`src/hw/rtl/sp2c_pkg.sv`:
```
// sp2c_pkg: shared sizes, constants, types and the arctan table for the
// scan polar-to-cartesian converter. No dependencies.
`timescale 1ns / 1ps
`default_nettype none

package sp2c_pkg;

  localparam int RANGE_BITS    = 16;
  localparam int ANGLE_BITS    = 16;
  localparam int MAX_POINTS    = 4096;
  localparam int CORDIC_STAGES = 16;

  localparam int RANGE_IN_W = 16;
  localparam int IDX_W      = 12;
  localparam int CFG_IDX_W  = 8;
  localparam int CFG_DATA_W = 16;
  localparam int OUT_W      = 17;

  // datapath sizes; x,y are Q30 mm with room for the CORDIC gain
  localparam int XY_W      = RANGE_BITS + 32;
  localparam int Z_W       = 34;
  localparam int RES_Z_W   = 34 - CORDIC_STAGES;
  localparam int STAGE_W   = 5;
  localparam int ATAN_W    = 31;
  localparam int GAIN_W    = 30;
  localparam int HALF_PI_W = 31;

  localparam logic [GAIN_W-1:0]    GAIN_Q30    = 30'h26DD3B6A;
  localparam logic [HALF_PI_W-1:0] HALF_PI_Q30 = 31'h6487ED51;
  localparam int OUT_LIMIT = 65535;

  localparam logic [CFG_IDX_W-1:0] REG_START_ANGLE = 8'd0;
  localparam logic [CFG_IDX_W-1:0] REG_ANGLE_STEP  = 8'd1;

  typedef struct packed {
    logic signed [XY_W-1:0] x;
    logic signed [XY_W-1:0] y;
    logic signed [Z_W-1:0]  z;
    logic [1:0]             quad;
    logic                   last;
  } cordic_t;

  localparam logic [ATAN_W-1:0] ATAN_TAB [32] = '{
    31'h3243F6A8, 31'h1DAC6705, 31'h0FADBAFC, 31'h07F56EA6,
    31'h03FEAB76, 31'h01FFD55B, 31'h00FFFAAA, 31'h007FFF55,
    31'h003FFFEA, 31'h001FFFFD, 31'h000FFFFF, 31'h0007FFFF,
    31'h0003FFFF, 31'h0001FFFF, 31'h0000FFFF, 31'h00007FFF,
    31'h00003FFF, 31'h00001FFF, 31'h00000FFF, 31'h000007FF,
    31'h000003FF, 31'h000001FF, 31'h000000FF, 31'h0000007F,
    31'h0000003F, 31'h0000001F, 31'h0000000F, 31'h00000008,
    31'h00000004, 31'h00000002, 31'h00000001, 31'h00000000
  };

  function automatic logic [ATAN_W-1:0] atan_of(input logic [STAGE_W-1:0] s);
    return ATAN_TAB[s];
  endfunction

endpackage

`default_nettype wire

```
`src/hw/rtl/sp2c_post.sv`:
```
// sp2c_post: residual-angle correction, quadrant swap, rounding and
// saturation into the output register. Depends on sp2c_pkg.
`timescale 1ns / 1ps
`default_nettype none

module sp2c_post
  import sp2c_pkg::*;
(
  input  wire logic               clk,
  input  wire logic               rst_n,
  input  wire logic               in_valid,
  output logic                    in_ready,
  input  wire cordic_t            in_d,
  output logic                    out_valid,
  input  wire logic               out_ready,
  output logic signed [OUT_W-1:0] x_mm,
  output logic signed [OUT_W-1:0] y_mm,
  output logic                    point_last
);

  localparam int SH_W = XY_W - 15;
  localparam int P_W  = SH_W + RES_Z_W;
  localparam logic signed [XY_W-1:0] HALF_Q30 = XY_W'(1) <<< 29;

  function automatic logic signed [OUT_W-1:0] round_sat(input logic signed [XY_W-1:0] v);
    logic signed [XY_W-1:0] r;
    logic signed [OUT_W-1:0] res;
    r = (v + HALF_Q30) >>> 30;
    if (r > OUT_LIMIT) begin
      res = OUT_W'(OUT_LIMIT);
    end else if (r < -OUT_LIMIT) begin
      res = OUT_W'(-OUT_LIMIT);
    end else begin
      res = OUT_W'(r);
    end
    return res;
  endfunction

  // stage 1: cross products with the residual angle
  logic                   p_valid_r;
  logic signed [P_W-1:0]  px_r;
  logic signed [P_W-1:0]  py_r;
  logic signed [XY_W-1:0] p_x_r;
  logic signed [XY_W-1:0] p_y_r;
  logic [1:0]             p_quad_r;
  logic                   p_last_r;
  logic                   p_ready;

  logic signed [XY_W-1:0]    xsh_full;
  logic signed [XY_W-1:0]    ysh_full;
  logic signed [SH_W-1:0]    xsh;
  logic signed [SH_W-1:0]    ysh;
  logic signed [RES_Z_W-1:0] zr;

  always_comb begin
    xsh_full = in_d.x >>> 15;
    ysh_full = in_d.y >>> 15;
    xsh      = xsh_full[SH_W-1:0];
    ysh      = ysh_full[SH_W-1:0];
    zr       = in_d.z[RES_Z_W-1:0];   // residual is small after the last cell
  end

  assign in_ready = !p_valid_r || p_ready;

  always_ff @(posedge clk) begin
    if (!rst_n) begin
      p_valid_r <= 1'b0;
    end else if (in_ready) begin
      p_valid_r <= in_valid;
    end
    if (in_ready && in_valid) begin
      px_r     <= xsh * zr;
      py_r     <= ysh * zr;
      p_x_r    <= in_d.x;
      p_y_r    <= in_d.y;
      p_quad_r <= in_d.quad;
      p_last_r <= in_d.last;
    end
  end

  // stage 2: apply the correction
  logic                   c_valid_r;
  logic signed [XY_W-1:0] c_x_r;
  logic signed [XY_W-1:0] c_y_r;
  logic [1:0]             c_quad_r;
  logic                   c_last_r;
  logic                   c_ready;

  assign p_ready = !c_valid_r || c_ready;

  always_ff @(posedge clk) begin
    if (!rst_n) begin
      c_valid_r <= 1'b0;
    end else if (p_ready) begin
      c_valid_r <= p_valid_r;
    end
    if (p_ready && p_valid_r) begin
      c_x_r    <= p_x_r - XY_W'(py_r >>> 15);
      c_y_r    <= p_y_r + XY_W'(px_r >>> 15);
      c_quad_r <= p_quad_r;
      c_last_r <= p_last_r;
    end
  end

  // stage 3: quadrant swap, round, saturate into the output register
  logic                    o_valid_r;
  logic signed [OUT_W-1:0] o_x_r;
  logic signed [OUT_W-1:0] o_y_r;
  logic                    o_last_r;
  logic signed [XY_W-1:0]  rx;
  logic signed [XY_W-1:0]  ry;

  always_comb begin
    case (c_quad_r)
      2'd1: begin
        rx = -c_y_r;
        ry = c_x_r;
      end
      2'd2: begin
        rx = -c_x_r;
        ry = -c_y_r;
      end
      2'd3: begin
        rx = c_y_r;
        ry = -c_x_r;
      end
      default: begin
        rx = c_x_r;
        ry = c_y_r;
      end
    endcase
  end

  assign c_ready = !o_valid_r || out_ready;

  always_ff @(posedge clk) begin
    if (!rst_n) begin
      o_valid_r <= 1'b0;
    end else if (c_ready) begin
      o_valid_r <= c_valid_r;
    end
    if (c_ready && c_valid_r) begin
      o_x_r    <= round_sat(rx);
      o_y_r    <= round_sat(ry);
      o_last_r <= c_last_r;
    end
  end

  assign out_valid  = o_valid_r;
  assign x_mm       = o_x_r;
  assign y_mm       = o_y_r;
  assign point_last = o_last_r;

endmodule

`default_nettype wire

```
`config.mk`:
```
export PLATFORM = sky130hd
export DESIGN_NAME = sp2c_post
export DESIGN_NICKNAME = d
export VERILOG_FILES = /design/src/hw/rtl/sp2c_pkg.sv /design/src/hw/rtl/sp2c_post.sv
export SDC_FILE = /design/constraint.sdc
export NUM_CORES = 2
export LEC_CHECK = 0
export BUFFER_PORTS_ARGS = -buffer_cell sky130_fd_sc_hd__buf_2
export CAP_MARGIN = 10
export CORE_MARGIN = 10
export CORE_UTILIZATION = 48
export DETAILED_ROUTE_END_ITERATION = 10
export PLACE_DENSITY = 0.62
export SYNTH_ARGS = -nofsm -noshare
export SYNTH_HDL_FRONTEND = slang
export SYNTH_SLANG_ARGS = --single-unit
```
`constraint.sdc`:
```
create_clock -name clk -period 14.7 [get_ports clk]
set_input_delay 0.735 -clock clk [delete_from_list [all_inputs] [get_ports clk]]
set_output_delay 0.735 -clock clk [all_outputs]
set_load 0.02 [all_outputs]
```
* Word-level counts from Yosys, hierarchy flattened
Cells that the tools add are included.
** Cells by class
- Add/subtract/negate cells :: 6
- Multipliers :: 2
- Order comparisons :: 4
- Eq/ne operators :: 3
- Muxes and demuxes :: 4
- Reduce and logical (&&, ||, !) cells :: 11
** Operators by type and width (number)
- case mux 48 bit (3 select lines) :: 2
- multiplier 33 x 18 -> 51 bit :: 2
- adder 48 x 31 -> 48 bit, second input constant :: 2
- negation 48 bit :: 2
- adder 48 x 36 -> 48 bit :: 1
- subtractor 48 x 36 -> 48 bit :: 1
- > comparator 18 x 17 -> 1 bit, second input constant :: 2
- less-than comparator 18 x 17 -> 1 bit, second input constant :: 2
- 2-to-1 mux 17 bit :: 2
- equality test 2 bit, second input constant :: 2
- OR reduction 2 bit :: 2
- logical AND 1 bit :: 3
- zero test 1 bit :: 3
- logical OR 1 bit :: 3
- equality test 2 x 1 -> 1 bit, second input constant :: 1
** Storage, ports and cells
- Register bits after elaboration :: 338
- Input port bits :: 137
- Output and inout bits :: 37
- Logic and storage cells :: 48

* Depth between registers and ports, before layout
- Word-level depth :: 5
- Depth in mapped cells :: 27

* Worst setup path after synthesis
No wires, ideal clock.
- Kind :: reg-to-reg
- From :: register p_valid_r
- To :: register p_last_r, enable pin
- Library setup time :: 0.804 ns
- Arrival :: 9.544 ns
- Data required time :: 13.896 ns
- Slack :: 4.352 ns
- Stages on the path, launching flop included :: 2
- Buffers on the path :: 0
- Period minus slack after synthesis :: 10.348 ns
- Cell sequence :: dfxtp_1 > a31oi_1
** Between the ends
- Longest elaborated chain between the ends :: 3
** RTL lines
- start, declared :: line sp2c_post.sv:40 : logic p_valid_r;
- start signal, assigned :: line sp2c_post.sv:69 : p_valid_r <= in_valid;
- zero test 1 bit :: line sp2c_post.sv:63 : assign in_ready = !p_valid_r || p_ready;
- logical OR 1 bit :: line sp2c_post.sv:63
- logical AND 1 bit :: line sp2c_post.sv:71 : if (in_ready && in_valid) begin
- end signal, assigned :: line sp2c_post.sv:77 : p_last_r <= in_d.last;
- end, declared :: line sp2c_post.sv:46 : logic p_last_r;
No other way between the ends.
A chain may end at the register's enable or synchronous reset.

* Final worst setup path
- From :: input port in_d[7] (netlist bit)
- To :: register py_r[45], data pin
** Between the ends
- Longest elaborated chain between the ends :: 1
** RTL lines
- start, declared :: line sp2c_post.sv:13 : input wire cordic_t in_d,
- multiplier 33 x 18 -> 51 bit :: line sp2c_post.sv:73 : py_r <= ysh * zr;
- end signal, assigned :: line sp2c_post.sv:73
- end, declared :: line sp2c_post.sv:42 : logic signed [P_W-1:0] py_r;
No other way between the ends.

==> metrics.txt <==
clock sink count 308; die extent in y 364 µm; Post-Synth XOR/XNOR Area 3.45%; final wirelength 157000 µm; Worst Hold Class in2reg; most frequent cell after synthesis inv_1; Cell Area, Placed 58900 µm²; Slew headroom 20.1%; worst setup margin 4.96 ns; post-synth net total 7564; setup violators final 0; synthesis-to-finish area growth 5.85%; DRC violations left 0; Synth area leaders fa_1 40%, edfxtp_1 16%, inv_1 8.8%, ha_1 7.3%, nand2_1 5.1%; Yosys reg bits 308; max_cap viols 0; Synth Area in Adders 47.5%; post-route minimum period 9.74 ns; H-Tree Depth 2; worst endpoint required time 15.05 ns; arrival time of the worst setup path 10.09 ns; Core Footprint 118000 µm²; # port buffers 157; Slew @ Worst Pin 1.19 ns; largest net degree at the start of global routing 85; global-route wire length before repair 249000 µm; Compound-Gate Fraction of Synth Area 6.76%; post-synthesis mux area share 0.367%; number of enable flip-flop cells after synthesis 305; pre-CTS setup slack 4.46 ns; GR Util met3 3.64%; async set-reset flop share out of synthesis 0%; top cells by count, synth 1329 x inv_1, 1138 x fa_1, 776 x nand2_1, 459 x and2_1, 332 x ha_1; Max Fclk 0.103 GHz; Final Cell Area 60200 µm²; HPWL after detailed placement 121000 µm; post-synthesis sequential area ratio 16.2%; clock root buffer clkbuf_16; grt met1 use 33.2%; final setup TNS 0 ns; CP Max Fanout 40; Hold Violations, Final 0; synth warn 0; Remaining Overflow, GRT 0; initial antenna violation count 24; largest family of logic cells by synthesized area adder cells; Core Rows 126; Bufs on Longest Clock Path 3; FF-to-FF setup slack 9.25 ns; Vias/cell 5.43; Slew Limit Fails 0; setup repair bufs after CTS 0; chip width 364 µm; fin crit share 66.3%; WL/cell 21.0 µm; first-pass detailed-route iteration total 6; RSZ-0062 raised after global routing no; Post-DRT Antenna Nets 0; CTS buffer count 38; Synth Cell Area 56900 µm²; status finished, final reports clean; clk_lat worst skew 0.60 ns; vias in the first global route 43000; die area 133000 µm²; num ports 174; via count 40700; hold slack 0.318 ns; top_reg_cell synth edfxtp_1; Worst Setup Start Kind input port; clock skew after layout 0.0349 ns; CTS tree yes; met2 Use GR 39.2%; Post-Synth Simple-Gate Area 15.1%; gpl congestion 0.926; Top Usage Layer GRT met2; post-synth top area share 40.1%; Mapped Avg Cell Area 9.55 µm²; gr usage total 24.2%; initial core utilization 48.2%; Netlist cell types 90; layout cell share with drive strength beyond 1 5.22%; fin nets 7531; Resize count post-CTS 0; critical setup path kind in2reg; Clk pin slew, worst setup/hold paths 0.08 ns; CP endpoint kind register; drt initial violations 3034; cell taking the most area after synthesis fa_1; Synth Instances 5957; CTS Hold Bufs 0
==> routing by layer <==
metal / vias up / part of all wire, %
met3: 261 / 8.1
li1: 18200 / -
met5: - / 0.071
met2: 1443 / 46
met4: 16 / 3.6
met1: 20800 / 42
==> critical path, cell delays in order <==
cell	delay (ns)
buf_2	0.62
buf_4	0.61
nand2_1	0.16
fa_1	0.52
fa_1	0.61
fa_1	0.47
fa_1	0.55
inv_1	0.05
fa_1	0.48
inv_1	0.05
fa_1	0.47
inv_1	0.04
ha_1	0.29
a211oi_1	0.27
o211ai_1	0.17
a2111oi_0	0.87
o31ai_1	0.32
a41oi_1	0.79
nor3_1	0.21
o21ai_0	0.36
nand2_1	0.29
o41ai_1	0.63
o221ai_1	0.26
xor2_1	0.18
==> logic make-up after synthesis <==
group / Yosys count
AND/OR/NAND/NOR: 1755
buffers and inverters: 1602
adder cells (fa/ha/maj): 1475
AO/OA/AOI/OAI: 577
flip-flops: 308
XOR/XNOR: 220
multiplexers: 20
==> area by class of cell <==
| cell class | instances | area (µm²) |
|---|---|---|
| inverter | 1330 | 4990 |
| fill | 10800 | 57700 |
| multi-input combinational | 4047 | 41600 |
| timing repair buffer | 199 | 1100 |
| sequential | 308 | 9220 |
| antenna | 9 | 22.5 |
| clock inverter | 23 | 323 |
| tap | 1536 | 1920 |
| clock buffer | 46 | 981 |
==> final timing paths <==
path,startpoint,endpoint,cells past startpoint
max reg2reg,c_y_r[15],x_mm[11],16
min,in_d[92],p_x_r[7],1
min reg2reg,p_quad_r[1],c_quad_r[1],0
max,in_d[7],py_r[45],24
==> cells in the final DEF (no fill, tap or decap), types with 11 or more instances in the layout <==
master	count
a21oi_1	156
nor4_1	18
or3_1	16
nand2b_1	38
o41ai_1	14
xor2_1	66
nor2_1	201
a31oi_1	28
o31ai_1	11
nand3_1	45
xnor2_1	151
nand2_1	776
ha_1	332
edfxtp_1	305
inv_1	1328
buf_2	157
nand4_1	31
fa_1	1138
nor3_1	52
a211o_1	11
nor2b_1	26
mux2i_1	13
and2_1	459
buf_4	42
o21bai_1	16
o211ai_1	18
and3_1	28
o21a_1	30
a21o_1	76
o21ai_0	93
a211oi_1	20
clkbuf_16	38
==> through the flow <==
stage | utilization (%) | cells
4_1_cts | 51.0 | 7489
6_report | 51.0 | 7498
3_3_place_gp | 49.9 | 7420
3_5_place_dp | 49.9 | 7420
5_1_grt | 51.0 | 7489
2_1_floorplan | - | 5957
==> flip-flops by register name (all words and copies together) (netlist names), 2 cells and up <==
signal and count:
c_y_r 48, c_quad_r 2, px_r 36, y_mm 17, p_x_r 48, x_mm 17, py_r 36, c_x_r 48
p_y_r 48, p_quad_r 2
Power is left out: the tool's default activity adds up to more than one toggle a clock period on the data nets, which glitch-free logic cannot reach.
