<file path="src/hw/rtl/sp2c_pkg.sv">
// sp2c_pkg: shared sizes, constants, types and the arctan table for the
// scan polar-to-cartesian converter. No dependencies.
`timescale 1ns / 1ps
`default_nettype none

package sp2c_pkg;

  localparam int RANGE_BITS    = 16;
  localparam int ANGLE_BITS    = 16;
  localparam int MAX_POINTS    = 4096;
  localparam int CORDIC_STAGES = 16;

  localparam int RANGE_IN_W = 16;
  localparam int IDX_W      = 12;
  localparam int CFG_IDX_W  = 8;
  localparam int CFG_DATA_W = 16;
  localparam int OUT_W      = 17;

  // datapath sizes; x,y are Q30 mm with room for the CORDIC gain
  localparam int XY_W      = RANGE_BITS + 32;
  localparam int Z_W       = 34;
  localparam int RES_Z_W   = 34 - CORDIC_STAGES;
  localparam int STAGE_W   = 5;
  localparam int ATAN_W    = 31;
  localparam int GAIN_W    = 30;
  localparam int HALF_PI_W = 31;

  localparam logic [GAIN_W-1:0]    GAIN_Q30    = 30'h26DD3B6A;
  localparam logic [HALF_PI_W-1:0] HALF_PI_Q30 = 31'h6487ED51;
  localparam int OUT_LIMIT = 65535;

  localparam logic [CFG_IDX_W-1:0] REG_START_ANGLE = 8'd0;
  localparam logic [CFG_IDX_W-1:0] REG_ANGLE_STEP  = 8'd1;

  typedef struct packed {
    logic signed [XY_W-1:0] x;
    logic signed [XY_W-1:0] y;
    logic signed [Z_W-1:0]  z;
    logic [1:0]             quad;
    logic                   last;
  } cordic_t;

  localparam logic [ATAN_W-1:0] ATAN_TAB [32] = '{
    31'h3243F6A8, 31'h1DAC6705, 31'h0FADBAFC, 31'h07F56EA6,
    31'h03FEAB76, 31'h01FFD55B, 31'h00FFFAAA, 31'h007FFF55,
    31'h003FFFEA, 31'h001FFFFD, 31'h000FFFFF, 31'h0007FFFF,
    31'h0003FFFF, 31'h0001FFFF, 31'h0000FFFF, 31'h00007FFF,
    31'h00003FFF, 31'h00001FFF, 31'h00000FFF, 31'h000007FF,
    31'h000003FF, 31'h000001FF, 31'h000000FF, 31'h0000007F,
    31'h0000003F, 31'h0000001F, 31'h0000000F, 31'h00000008,
    31'h00000004, 31'h00000002, 31'h00000001, 31'h00000000
  };

  function automatic logic [ATAN_W-1:0] atan_of(input logic [STAGE_W-1:0] s);
    return ATAN_TAB[s];
  endfunction

endpackage

`default_nettype wire

</file>
<file path="src/hw/rtl/sp2c_front.sv">
// sp2c_front: two-stage front end, sample angle then Q30 angle and
// gain-scaled range. Depends on sp2c_pkg.
`timescale 1ns / 1ps
`default_nettype none

module sp2c_front
  import sp2c_pkg::*;
(
  input  wire logic                         clk,
  input  wire logic                         rst_n,
  input  wire logic                         in_valid,
  output logic                              in_ready,
  input  wire logic [RANGE_IN_W-1:0]        range_mm,
  input  wire logic [IDX_W-1:0]             point_index,
  input  wire logic                         scan_last,
  input  wire logic signed [CFG_DATA_W-1:0] start_angle,
  input  wire logic signed [CFG_DATA_W-1:0] angle_step,
  output logic                              out_valid,
  input  wire logic                         out_ready,
  output cordic_t                           out_d
);

  localparam int SUM_W = IDX_W + CFG_DATA_W + 1;
  localparam int ZP_W  = ANGLE_BITS - 2 + HALF_PI_W + 1;
  localparam logic [ZP_W-1:0] Z_RND = ZP_W'(1) << (ANGLE_BITS - 3);

  // stage 1
  logic                  a_valid_r;
  logic [ANGLE_BITS-1:0] ang_r;
  logic [RANGE_BITS-1:0] range_r;
  logic                  a_last_r;
  logic                  a_ready;

  logic [IDX_W-1:0]       idx_c;
  logic signed [SUM_W-1:0] ang_sum;

  always_comb begin
    idx_c = point_index;
    if (32'(point_index) > MAX_POINTS - 1) begin
      idx_c = IDX_W'(MAX_POINTS - 1);
    end
    ang_sum = $signed({1'b0, idx_c}) * angle_step + SUM_W'(start_angle);
  end

  assign in_ready = !a_valid_r || a_ready;

  always_ff @(posedge clk) begin
    if (!rst_n) begin
      a_valid_r <= 1'b0;
    end else if (in_ready) begin
      a_valid_r <= in_valid;
    end
    if (in_ready && in_valid) begin
      ang_r    <= ang_sum[ANGLE_BITS-1:0];
      range_r  <= RANGE_BITS'(range_mm);
      a_last_r <= scan_last;
    end
  end

  // stage 2: quadrant split, angle to Q30 radians, range times gain
  logic                          b_valid_r;
  cordic_t                       b_d_r;
  logic [ZP_W-1:0]               z_prod;
  logic [RANGE_BITS+GAIN_W-1:0]  x_prod;
  cordic_t                       b_d_nxt;

  always_comb begin
    z_prod       = ang_r[ANGLE_BITS-3:0] * HALF_PI_Q30 + Z_RND;
    x_prod       = range_r * GAIN_Q30;
    b_d_nxt.x    = XY_W'(x_prod);
    b_d_nxt.y    = '0;
    b_d_nxt.z    = Z_W'(z_prod >> (ANGLE_BITS - 2));
    b_d_nxt.quad = ang_r[ANGLE_BITS-1:ANGLE_BITS-2];
    b_d_nxt.last = a_last_r;
  end

  assign a_ready = !b_valid_r || out_ready;

  always_ff @(posedge clk) begin
    if (!rst_n) begin
      b_valid_r <= 1'b0;
    end else if (a_ready) begin
      b_valid_r <= a_valid_r;
    end
    if (a_ready && a_valid_r) begin
      b_d_r <= b_d_nxt;
    end
  end

  assign out_valid = b_valid_r;
  assign out_d     = b_d_r;

endmodule

`default_nettype wire

</file>
<file path="config.mk">
export PLATFORM = sky130hd
export DESIGN_NAME = sp2c_front
export DESIGN_NICKNAME = d
export VERILOG_FILES = /design/src/hw/rtl/sp2c_pkg.sv /design/src/hw/rtl/sp2c_front.sv
export SDC_FILE = /design/constraint.sdc
export NUM_CORES = 1
export LEC_CHECK = 0
export ABC_AREA = 0
export BUFFER_PORTS_ARGS = -buffer_cell sky130_fd_sc_hd__clkbuf_2
export CAP_MARGIN = 20
export CORE_MARGIN = 2
export CORE_UTILIZATION = 60
export DETAILED_ROUTE_END_ITERATION = 10
export HOLD_SLACK_MARGIN = 0.05
export PLACE_DENSITY = 0.8
export REMOVE_ABC_BUFFERS = 1
export SLEW_MARGIN = 20
export SYNTH_ARGS = -nofsm -noshare
export SYNTH_HDL_FRONTEND = slang
export SYNTH_SLANG_ARGS = --single-unit
</file>
<file path="constraint.sdc">
create_clock -name clk -period 8.1 [get_ports clk]
set_clock_uncertainty 0.1 [all_clocks]
set_input_delay 0.405 -clock clk [delete_from_list [all_inputs] [get_ports clk]]
set_output_delay 0.405 -clock clk [all_outputs]
set_load 0.01 [all_outputs]
</file>
-- Yosys cells after proc, flatten, opt, wreduce, memory -nomap -nowiden
Index checks and enable logic that the tools add are counted.
- output and inout port bits: 135
- input bits: 65
- bits in read-only memories: 0
- register bits after elaboration: 115
- latch bits: 0
- logic and storage cells: 20
- RAM bits: 0
- memories kept: 0
- $add $sub $neg: 2
- shifts and indexed selects: 0
- divide/modulo/power cells: 0
- multiply operators: 3
- order comparisons: 0
- multiplexer cells: 0
- bitwise gates (word level): 0
- eq/ne operators: 0
- reduce and logical (&&, ||, !) cells: 6
- operators with widths (cell ; count):
    adder 45 x 14 -> 46 bit, second input constant ; 1
    multiplier 14 x 31 -> 45 bit, second input constant ; 1
    multiplier 16 x 29 -> 45 bit, second input constant ; 1
    adder 16 bit ; 1
    multiplier 13 x 16 -> 16 bit ; 1
    logical AND 1 bit ; 2
    zero test 1 bit ; 2
    logical OR 1 bit ; 2

-- Depth between registers and ports, before layout
Gate-level depths: netlist of run 1.
- depth in word-level cells: 4
- depth in mapped cells: 22
- gate-level depth less buffers: 21

-- Worst setup path before layout of run 1
Ideal clock, no wire load.
- path type: reg2reg
- from: register ang_r[2]
- to: register b_d_r (netlist bit out_d[34]) (data pin)
- arrival: 6.224 ns
- setup time: 0.259 ns
- clock period less this slack: 6.583 ns
- stages on the path, launching flop included: 20
- buffers on the path: 0
- required time: 7.741 ns
- path slack: 1.517 ns
- path through: edfxtp_1 -> inv_1 -> fa_1 -> inv_1 -> fa_1 -> fa_1 -> fa_1 -> fa_1 -> inv_1 -> fa_1 -> inv_1 -> ha_1 -> and4_2 -> and2_2 -> or4_4 -> a221oi_2 -> o21ai_2 -> o41ai_4 -> nor4b_1 -> a211o_1
- longest elaborated chain between the ends: 2
- RTL lines (what ; RTL line ; text):
    start: declaration ; sp2c_front.sv:29 ; logic [ANGLE_BITS-1:0] ang_r;
    start signal: assignment ; sp2c_front.sv:54 ; ang_r <= ang_sum[ANGLE_BITS-1:0];
    multiplier 14 x 31 -> 45 bit ; sp2c_front.sv:68 ; z_prod = ang_r[ANGLE_BITS-3:0] * HALF_PI_Q30 + Z_RND;
    adder 45 x 14 -> 46 bit ; sp2c_front.sv:68 ;
    via z_prod[45] ; sp2c_front.sv:63 ; logic [ZP_W-1:0] z_prod;
    end signal: assignment ; sp2c_front.sv:86 ; b_d_r <= b_d_nxt;
    end: declaration ; sp2c_front.sv:62 ; cordic_t b_d_r;
The timed path passes the listed nets, and every way through them passes these cells.
A chain may end at the register's enable or synchronous reset.

-- Worst setup path after layout of run 1
Same ends and word-level chain as after synthesis.

==> results of run 1 <==
## metrics by stage
stage                     util, %  instances  setup WS [ns]  hold WS (ns)
after floorplan                 -       2134           1.52         0.300
after global placement       63.2       2755           1.15         0.304
after detailed placement     63.2       2755          0.984         0.305
after CTS                    65.3       2804          0.942        0.0666
after global routing         65.3       2805          0.700        0.0997
final                        65.3       2805          0.942        0.0823
## what timing repair did
action                                  CTS  global route
hold buffers                             17             0
endpoints found under the setup margin    0             0
endpoints found under the hold margin    17             0
## cell families after synthesis
kind of cell,Yosys count
flops,115
compound gates,209
fa+ha+maj,768
other cells,1
buf+inv,665
xor+xnor,100
simple gates,301
mux,3
## per-layer routing
layer | GRT usage (%) | routed length (µm)
met5 | 0 | 0
met4 | 10.7 | 1760
met3 | 5.57 | 3250
met2 | 48.6 | 25700
met1 | 34.1 | 20700
## cells in the final DEF, fill, tap and decap left out, types with 31 or more instances in the layout
master	instances
sky130_fd_sc_hd__clkbuf_2	146
sky130_fd_sc_hd__ha_1	369
sky130_fd_sc_hd__conb_1	53
sky130_fd_sc_hd__and2_1	50
sky130_fd_sc_hd__nand2_1	110
sky130_fd_sc_hd__fa_1	399
sky130_fd_sc_hd__xor2_1	31
sky130_fd_sc_hd__xnor2_1	69
sky130_fd_sc_hd__edfxtp_1	113
sky130_fd_sc_hd__nor2_1	43
sky130_fd_sc_hd__inv_1	585
sky130_fd_sc_hd__a21oi_1	60
## worst max-delay path by stage
stage / from / endpoint / slack, ns / cells after the start
finish: ang_r[2] / out_d[34] / 0.94 / 19
global route: ang_r[2] / out_d[34] / 0.70 / 19
CTS: ang_r[2] / out_d[34] / 0.94 / 19
detailed placement: ang_r[2] / out_d[34] / 0.98 / 19
global placement: ang_r[2] / out_d[34] / 1.15 / 19
floorplan: ang_r[2] / out_d[34] / 1.52 / 19
## critical path, stage by stage, from the launching register on
cell                       delay (ns)
sky130_fd_sc_hd__edfxtp_1        0.49
sky130_fd_sc_hd__inv_1           0.15
sky130_fd_sc_hd__fa_1            0.66
sky130_fd_sc_hd__inv_1           0.11
sky130_fd_sc_hd__fa_1            0.57
sky130_fd_sc_hd__fa_1            0.45
sky130_fd_sc_hd__fa_1            0.51
sky130_fd_sc_hd__fa_1            0.49
sky130_fd_sc_hd__inv_1           0.05
sky130_fd_sc_hd__fa_1            0.50
sky130_fd_sc_hd__inv_1           0.04
sky130_fd_sc_hd__ha_1            0.33
sky130_fd_sc_hd__and4_2          0.25
sky130_fd_sc_hd__and2_2          0.20
sky130_fd_sc_hd__or4_4           0.42
sky130_fd_sc_hd__a221oi_2        0.58
sky130_fd_sc_hd__o21ai_2         0.21
sky130_fd_sc_hd__o41ai_4         0.45
sky130_fd_sc_hd__nor4b_1         0.09
sky130_fd_sc_hd__a211o_1         0.23
## state kept, by name, indices dropped and copies added, names as in the netlist
signal,cells
out_d,80
out_valid,1
a_valid_r,1
range_r,16
ang_r,16
a_last_r,1
## layout make-up
class                   count  area [µm²]
fillers                  2954       12900
clock buffers              17         425
multi-input cells        1434       16600
clock inverters            15         155
well taps                 474         593
flip-flops and latches    115        3430
repair buffers            165         923
inverters                 585        2200
## synthesized netlist by cell type, drive strengths merged, types with 27 or more instances
cell	instances	area (µm²)
nand2	110	413
edfxtp	113	3390
nor2	43	161
o21ai	30	154
xor2	31	272
and2	52	327
fa	399	7990
xnor2	69	604
clkbuf	27	103
a21oi	60	300
inv	585	2200
a21o	29	223
ha	369	4620
buf	53	398
==> summary.md, run 1 <==
| Metric | Value |
|---|---|
| Run status | complete, no violations |
| Cell area reported after detailed placement | 23600 µm² |
| Final routed DRC violation total | 0 |
| ANT cells | 0 |
| Parity-gate share of the synthesized area counting xor and xnor cells | under 10% |
| Port Buffer Count | between 100 and 150 |
| Area of the die | a little under 40000 µm² |
| Count of antenna-violating nets left after detailed routing | 0 |
| Reg2reg start | ang_r[2] |
| Post-cts gate resize count | 0 |
| Startpoint of the worst hold path | rst_n |
| Number of hold violations in the final report | 0 |
| Std-Cell Rows | slightly above 70 |
| CP Capture Type | register |
| Max cap viols | 0 |
| Area growth syn-to-layout | 7.98% |
| Adder and majority cell fraction of the synthesized area | 55.9% |
| Setup CP Type | register to register |
| Clock sink total | 115 |
| Slack of the worst reg-to-reg path | ~0.94 ns |
| Placer congestion estimate | approximately 1.0 |
| Routed WL | just over 50 mm |
| Setup repair after global routing missed its margin | no |
| Mux cell area share after synthesis | less than 1% |
| Critical register-to-register path endpoint | out_d[34] |
| Overflow left after global routing | 0 |
| Post-synthesis async set-or-reset flop share | 0% |
| Most frequently used flop master after synthesis | sky130_fd_sc_hd__edfxtp_1 |
| Slew margin rel. | between 30 and 40% |
| Max clock buf depth | 2 |
| Setup Buffers After CTS | 0 |
| Hold depth | 2 |
| Setup TNS | 0 ns |
| Clock transition at the registers of the reported paths | approximately 0.06 ns |
| Maximum number of pins on one net before global-route repair | between 60 and 70 |
| Total number of vias | roughly 15k |
| Global routing usage summed across all routing layers | between 20% and 30% |
| Slew of the pin with the lowest slew margin | about 0.93 ns |
| Sequential fraction of the synthesis area | between 10% and 20% |
| Final period utilization | roughly 88% |
| Num CTS Buffers | 17 |
| TritonRoute pass-1 iters | 5 |
| Post-synthesis cell type count | between 60 and 70 |
| Simple-gate share of the synthesized area | under 10% |
| Number of pins with negative max-slew slack in the final report | 0 |
| Signal arrival time at the worst endpoint | 7.25 ns |
| Global-route wire length before repair | between 80 and 90 mm |
| Number of levels in the clock H-tree | 4 |
| Final Critical Period | around 7.2 ns |
| Number of flops mapped to enable cells by yosys | around 110 |
| Half-perimeter wire length after detailed placement | 44.2 mm |
| Root buffer cell | sky130_fd_sc_hd__clkbuf_16 |
| Worst min-delay path category | input port to register |
| Starting Density | 60.5% |
| Core Area | 37300 µm² |
| Proportion of layout cells with a drive suffix above 1 | just under 9% |
| Initial antenna violation count | 0 |
| Clock tree from TritonCTS | yes |
| Synth Register Bits | 115 |
| Worst-case hold path end point | out_valid |
| F_max | 0.140 GHz |
| Kind of start point of the critical path | register |
| Number of global-route vias before repair | about 16k |
| Worst Path Max Fanout | 7 |
| Clock latency at the later pin of the worst-skew pair | between 0.4 and 0.5 ns |
| Dominant combinational cell family by area after synthesis | adder cells |
| Worst path required time | between 8 and 9 ns |
| Fin nets | about 3.2k |
| Vias per inst | around 5.4 |
| Cell count after synthesis | 2162 |
| Finished layout cell area | approximately 24000 µm² |
| Final Setup Violations | 0 |
| Die width | a little under 200 µm |
| Count of yosys warnings during synthesis | 0 |
| Detailed-route wire length per cell | around 18 µm |
| Per-instance average area after synthesis | approximately 10 µm² |
| Area fraction in compound gates after synthesis | 6.35% |
| Number of cell instances on the worst register-to-register path | 19 |
| Cell area after technology mapping | 22600 µm² |
| Ports placed on the boundary | 200 |
| Number of DRC violations after detailed-routing iteration 0 | between 800 and 900 |
| Die outline height | slightly below 200 µm |
Power of run 1 is not shown: default switching activity piles up to over one toggle a cycle in this logic, so the estimate is an artifact.
==> inputs of run 2 (changes only) <==
--- a/config.mk
+++ b/config.mk
@@ -13,4 +13,3 @@
 export DETAILED_ROUTE_END_ITERATION = 10
-export HOLD_SLACK_MARGIN = 0.05
-export PLACE_DENSITY = 0.8
+export PLACE_DENSITY = 0.77
 export REMOVE_ABC_BUFFERS = 1
==> constraint.sdc (replaced) <==
create_clock -name clk -period 8.1 [get_ports clk]
set_clock_uncertainty 0.1 [all_clocks]
set_input_delay 0.81 -clock clk [delete_from_list [all_inputs] [get_ports clk]]
set_output_delay 0.81 -clock clk [all_outputs]
set_load 0.01 [all_outputs]
==> run 2 against run 1 <==
Compared with the run above:
- die area stayed put
- final cell count is 0.57% lower
- sequential share of layout area is 0.098 points higher
- sequential cell count stayed put
- critical path depth stayed put
- critical endpoint unchanged
==> summary.md, run 2 (synthesis results as in run 1) <==
| Metric | Value |
|---|---|
| Final routed DRC violation total | 0 |
| Global-route wire length before repair | between 80 and 90 mm |
| Clock latency at the later pin of the worst-skew pair | about 0.45 ns |
| Count of antenna-violating nets left after detailed routing | 0 |
| Number of cell instances on the worst register-to-register path | 19 |
| Layout filler cell count | 2941 |
| Met3 demand-to-capacity share in global routing | under 10% |
| Setup repair after global routing missed its margin | no |
| Overflow left after global routing | 0 |
| Slack of the worst reg-to-reg path | around 1 ns |
| Port Buffer Count | 146 |
| Number of DRC violations after detailed-routing iteration 0 | 681 |
| Most frequent standard cell in the layout excluding fill and tap cells | sky130_fd_sc_hd__inv_1 |
| F_max | between 0.1 and 0.15 GHz |
| Max cap viols | 0 |
| Met1 track demand over resource | between 30% and 40% |
| Vias per inst | about 5.4 |
| Core Area | 37300 µm² |
| Detailed-route wire length per cell | between 15 and 20 µm |
| Signal arrival time at the worst endpoint | 7.21 ns |
| Std-Cell Rows | just over 70 |
| Fin nets | 3135 |
| Placer congestion estimate | just over 1 |
| Root buffer cell | sky130_fd_sc_hd__clkbuf_16 |
| TritonRoute pass-1 iters | 5 |
| Maximum number of pins on one net before global-route repair | 62 |
| Pre-CTS setup slack | slightly below 1 ns |
| Max FFs per register | 80 |
| Area of the die | slightly below 40000 µm² |
| Number of hold violations in the final report | 0 |
| Number of global-route vias before repair | ~16k |
| Final Setup Violations | 0 |
| Hold depth | 0 |
| Number of pins with negative max-slew slack in the final report | 0 |
| Ports placed on the boundary | 200 |
| Max clock buf depth | 2 |
| Register cell area after layout | roughly 3400 µm² |
| Hold Buf Count CTS | 0 |
| Number of levels in the clock H-tree | 4 |
| Clock tree from TritonCTS | yes |
| Worst Path Max Fanout | 7 |
| Worst min-delay path category | register to register |
| Die width | around 200 µm |
| Run status | complete, no violations |
| Setup CP Type | register to register |
| Die outline height | between 150 and 200 µm |
| Kind of start point of the critical path | register |
| Worst path required time | between 8 and 9 ns |
| Worst-case hold path end point | out_d[2] |
| Final Critical Period | between 7 and 8 ns |
| Final standard cell utilization of the core | approximately 65% |
| Slew of the pin with the lowest slew margin | between 0.8 and 0.9 ns |
| Startpoint of the worst hold path | ang_r[15] |
| Starting Density | between 60% and 70% |
| Setup Buffers After CTS | 0 |
| Combined area of the multi-input logic cells | 16600 µm² |
| Leading cell types in the layout, fill and taps excluded | sky130_fd_sc_hd__inv_1 (585), sky130_fd_sc_hd__fa_1 (399), sky130_fd_sc_hd__ha_1 (369) |
| CP Capture Type | register |
| Global routing usage summed across all routing layers | around 28% |
| Highest-utilization routing layer at the global route stage | met2 |
| Half-perimeter wire length after detailed placement | around 44 mm |
| Area growth syn-to-layout | 7.23% |
| Critical register-to-register path endpoint | out_d[34] |
| Clock transition at the registers of the reported paths | roughly 0.06 ns |
| Routed WL | a little over 50 mm |
| ANT cells | 0 |
| Slew margin rel. | a little over 40% |
| Global-route track usage on met2 | 48.7% |
| Clock sink total | 115 |
| Post-cts gate resize count | 0 |
| Setup TNS | 0 ns |
| Setup slack after layout | 0.982 ns |
| Final period utilization | between 80 and 90% |
| Reg2reg start | ang_r[2] |
| Proportion of layout cells with a drive suffix above 1 | 8.86% |
| Total number of vias | 15.0k |
| Num CTS Buffers | 17 |
| Initial antenna violation count | 1 |
## run 2: cell count changes in the layout (fill, tap and decap cells not counted)
cell and change:
sky130_fd_sc_hd__buf_4 +2, sky130_fd_sc_hd__clkinv_4 +2, sky130_fd_sc_hd__dlygate4sd3_1 -17, sky130_fd_sc_hd__clkinvlp_4 -1
sky130_fd_sc_hd__inv_6 -1, sky130_fd_sc_hd__buf_8 -1
## run 2: layout make-up
cell class | instances | share of cell area (%)
inverters | 585 | 9.08
well taps | 474 | 2.45
repair buffers | 149 | 3.11
clock buffers | 17 | 1.76
clock inverters | 15 | 0.646
multi-input cells | 1434 | 68.8
flip-flops and latches | 115 | 14.2
## run 2: routing by layer
layer | vias to the layer above | wire [µm]
met4 | 2 | 1690
met5 | - | 8
met1 | 7532 | 20900
met2 | 440 | 25900
met3 | 92 | 2900
li1 | 6975 | -
## run 2: worst max-delay path by stage
stage                     cells past startpoint     start         to  slack [ns]
after floorplan                              19  ang_r[2]  out_d[34]        1.52
after global placement                       19  ang_r[2]  out_d[34]        1.12
after detailed placement                     19  ang_r[2]  out_d[34]        0.98
after CTS                                    19  ang_r[2]  out_d[34]        0.97
after global routing                         19  ang_r[2]  out_d[34]        0.71
final                                        19  ang_r[2]  out_d[34]        0.98
## run 2: through the flow
step	cells	hold WS, ns	area (µm²)
floorplan	2134	0.300	22300
global placement	2757	0.306	23600
detailed placement	2757	0.305	23600
CTS	2789	0.320	24200
global route	2789	0.333	24200
finish	2789	0.320	24200
## run 2: critical path: stages, from the launching register on
cell and delay [ns]:
sky130_fd_sc_hd__edfxtp_1 0.49, sky130_fd_sc_hd__inv_1 0.14, sky130_fd_sc_hd__fa_1 0.65, sky130_fd_sc_hd__inv_1 0.10, sky130_fd_sc_hd__fa_1 0.57, sky130_fd_sc_hd__fa_1 0.46
sky130_fd_sc_hd__fa_1 0.51, sky130_fd_sc_hd__fa_1 0.50, sky130_fd_sc_hd__inv_1 0.06, sky130_fd_sc_hd__fa_1 0.49, sky130_fd_sc_hd__inv_1 0.04, sky130_fd_sc_hd__ha_1 0.34
sky130_fd_sc_hd__and4_2 0.25, sky130_fd_sc_hd__and2_2 0.20, sky130_fd_sc_hd__or4_4 0.42, sky130_fd_sc_hd__a221oi_2 0.55, sky130_fd_sc_hd__o21ai_2 0.20, sky130_fd_sc_hd__o41ai_4 0.45
sky130_fd_sc_hd__nor4b_1 0.10, sky130_fd_sc_hd__a211o_1 0.23
Power of run 2 is left out for the same reason.
==> inputs of run 3 (changes only) <==
Settings changed: RECOVER_POWER set to 100.
==> run 3 against run 2 <==
Compared with the run above:
- the run now ends with capacitance limit, slew limit left
- routed wire length up 0.33%
- die area unchanged
- sequential share of layout area up 0.077 points
- final cell count unchanged
- count of clock-buffer cells in the layout unchanged
- setup slack worse by 0.32 ns
- first-iteration DRC count up 0.15%
- maximum frequency down 4.2%
- critical path depth unchanged
- via count up 0.33%
- highest routed layer unchanged
==> summary.md, run 3 (synthesis results as in run 1) <==
| Metric | Value |
|---|---|
| Worst Path Max Fanout | 7 |
| Placer congestion estimate | about 1.0 |
| F_max | about 0.13 GHz |
| Reg2reg start | ang_r[2] |
| Detailed-route wire length per cell | roughly 18 µm |
| Max FFs per register | 80 |
| Port Buffer Count | between 100 and 150 |
| Total number of vias | 15.1k |
| Setup Buffers After CTS | 0 |
| Final Setup Violations | 0 |
| Setup CP Type | register to register |
| Number of global-route vias before repair | 16.4k |
| Number of DRC violations after detailed-routing iteration 0 | a little under 700 |
| TritonRoute pass-1 iters | 5 |
| Worst min-delay path category | register to register |
| Starting Density | 60.5% |
| Clock latency at the later pin of the worst-skew pair | 0.45 ns |
| Area growth syn-to-layout | 6.65% |
| Routed WL | just over 50 mm |
| Core Area | 37300 µm² |
| Max clock buf depth | 2 |
| Initial antenna violation count | 1 |
| Final period utilization | about nine tenths |
| Slew of the pin with the lowest slew margin | 3.41 ns |
| Global-route wire length before repair | ~83 mm |
| Final routed DRC violation total | 0 |
| Hold Buf Count CTS | 0 |
| Half-perimeter wire length after detailed placement | 44.4 mm |
| Layout filler cell count | roughly 3.0k |
| ANT cells | 0 |
| Post-cts gate resize count | 0 |
| Kind of start point of the critical path | register |
| Run status | finished with violations |
| Setup TNS | 0 ns |
| Final Critical Period | 7.43 ns |
| Max cap viols | 3 |
| Clock transition at the registers of the reported paths | roughly 0.060 ns |
| Slew margin rel. | -127% |
| Die width | roughly 200 µm |
| Timing startpoint of the critical path | ang_r[2] |
| Area of the die | approximately 39000 µm² |
| Number of levels in the clock H-tree | 4 |
| Maximum number of pins on one net before global-route repair | 62 |
| Setup repair after global routing missed its margin | no |
| Startpoint of the worst hold path | ang_r[15] |
| Fin nets | between 3k and 4k |
| Number of hold violations in the final report | 0 |
| Std-Cell Rows | around 70 |
| Leading cell types in the layout, fill and taps excluded | sky130_fd_sc_hd__inv_1 (585), sky130_fd_sc_hd__fa_1 (399), sky130_fd_sc_hd__ha_1 (369) |
| Num CTS Buffers | 17 |
| Global routing usage summed across all routing layers | about 28% |
| Count of antenna-violating nets left after detailed routing | 0 |
| Number of pins with negative max-slew slack in the final report | 117 |
| CP Capture Type | register |
| Overflow left after global routing | 0 |
| Signal arrival time at the worst endpoint | between 7 and 8 ns |
| Die outline height | between 150 and 200 µm |
| Worst path required time | 8.19 ns |
| Proportion of layout cells with a drive suffix above 1 | approximately 5.0% |
| Ports placed on the boundary | 200 |
| Vias per inst | ~5.4 |
| Most frequent standard cell in the layout excluding fill and tap cells | sky130_fd_sc_hd__inv_1 |
| Clock tree from TritonCTS | yes |
| Failing checks | capacitance limit, slew limit |
| Clock sink total | between 100 and 150 |
| Root buffer cell | sky130_fd_sc_hd__clkbuf_16 |
-- run 3: cell types whose count changed in the layout (fill, tap and decap cells not counted) --
cell                       change
sky130_fd_sc_hd__a221oi_1      +1
sky130_fd_sc_hd__a221oi_2      -1
sky130_fd_sc_hd__and2_0        +3
sky130_fd_sc_hd__and2_1        -2
sky130_fd_sc_hd__and2_2        -1
sky130_fd_sc_hd__buf_4         -3
sky130_fd_sc_hd__clkbuf_1     +87
sky130_fd_sc_hd__clkbuf_2     -84
sky130_fd_sc_hd__nor2b_1       +1
sky130_fd_sc_hd__nor2b_4       -1
-- run 3: layout make-up --
| cell class | count | area [µm²] | share of cell area (%) |
|---|---|---|---|
| Clock buffer | 17 | 425 | 1.77 |
| Clock inverter | 15 | 156 | 0.650 |
| Inverter | 585 | 2200 | 9.13 |
| Multi-Input combinational cell | 1434 | 16600 | 69.1 |
| Sequential cell | 115 | 3430 | 14.3 |
| Tap cell | 474 | 593 | 2.46 |
| Timing Repair Buffer | 149 | 637 | 2.65 |
-- run 3: worst paths after layout --
kind | to | slack, ns | depth (start not counted)
worst max-delay path | out_d[34] | 0.67 | 19
worst min-delay path | out_d[2] | 0.32 | 0
worst max register to register | out_d[34] | 0.67 | 19
worst min register to register | out_d[2] | 0.32 | 0
-- run 3: worst max-delay path, stage by stage, from the launching register on --
cell and delay, ns:
sky130_fd_sc_hd__edfxtp_1 0.49, sky130_fd_sc_hd__inv_1 0.14, sky130_fd_sc_hd__fa_1 0.65, sky130_fd_sc_hd__inv_1 0.10, sky130_fd_sc_hd__fa_1 0.58, sky130_fd_sc_hd__fa_1 0.46
sky130_fd_sc_hd__fa_1 0.51, sky130_fd_sc_hd__fa_1 0.50, sky130_fd_sc_hd__inv_1 0.06, sky130_fd_sc_hd__fa_1 0.49, sky130_fd_sc_hd__inv_1 0.04, sky130_fd_sc_hd__ha_1 0.34
sky130_fd_sc_hd__and4_2 0.25, sky130_fd_sc_hd__and2_2 0.20, sky130_fd_sc_hd__or4_4 0.41, sky130_fd_sc_hd__a221oi_1 0.83, sky130_fd_sc_hd__o21ai_2 0.23, sky130_fd_sc_hd__o41ai_4 0.46
sky130_fd_sc_hd__nor4b_1 0.10, sky130_fd_sc_hd__a211o_1 0.23
-- run 3: stage by stage --
| stage | hold WS (ns) | instance area (µm²) | util [%] | std cells | worst slack (ns) |
|---|---|---|---|---|---|
| 6_report | 0.319 | 24100 | 64.5 | 2789 | 0.667 |
| 5_1_grt | 0.333 | 24100 | 64.5 | 2789 | 0.384 |
| 4_1_cts | 0.320 | 24200 | 64.8 | 2789 | 0.965 |
| 3_5_place_dp | 0.305 | 23600 | 63.3 | 2757 | 0.982 |
| 3_3_place_gp | 0.306 | 23600 | 63.3 | 2757 | 1.12 |
| 2_1_floorplan | 0.300 | 22300 | - | 2134 | 1.52 |
-- run 3: per-layer routing --
| metal | vias up | wire length (µm) | global-route usage [%] |
|---|---|---|---|
| met3 | 97 | 3000 | 5.33 |
| met5 | - | 8 | 0 |
| met1 | 7542 | 20900 | 34.7 |
| met4 | 2 | 1760 | 10.1 |
| met2 | 471 | 25900 | 48.7 |
| li1 | 6979 | - | - |
Power of run 3 is left out for the same reason.
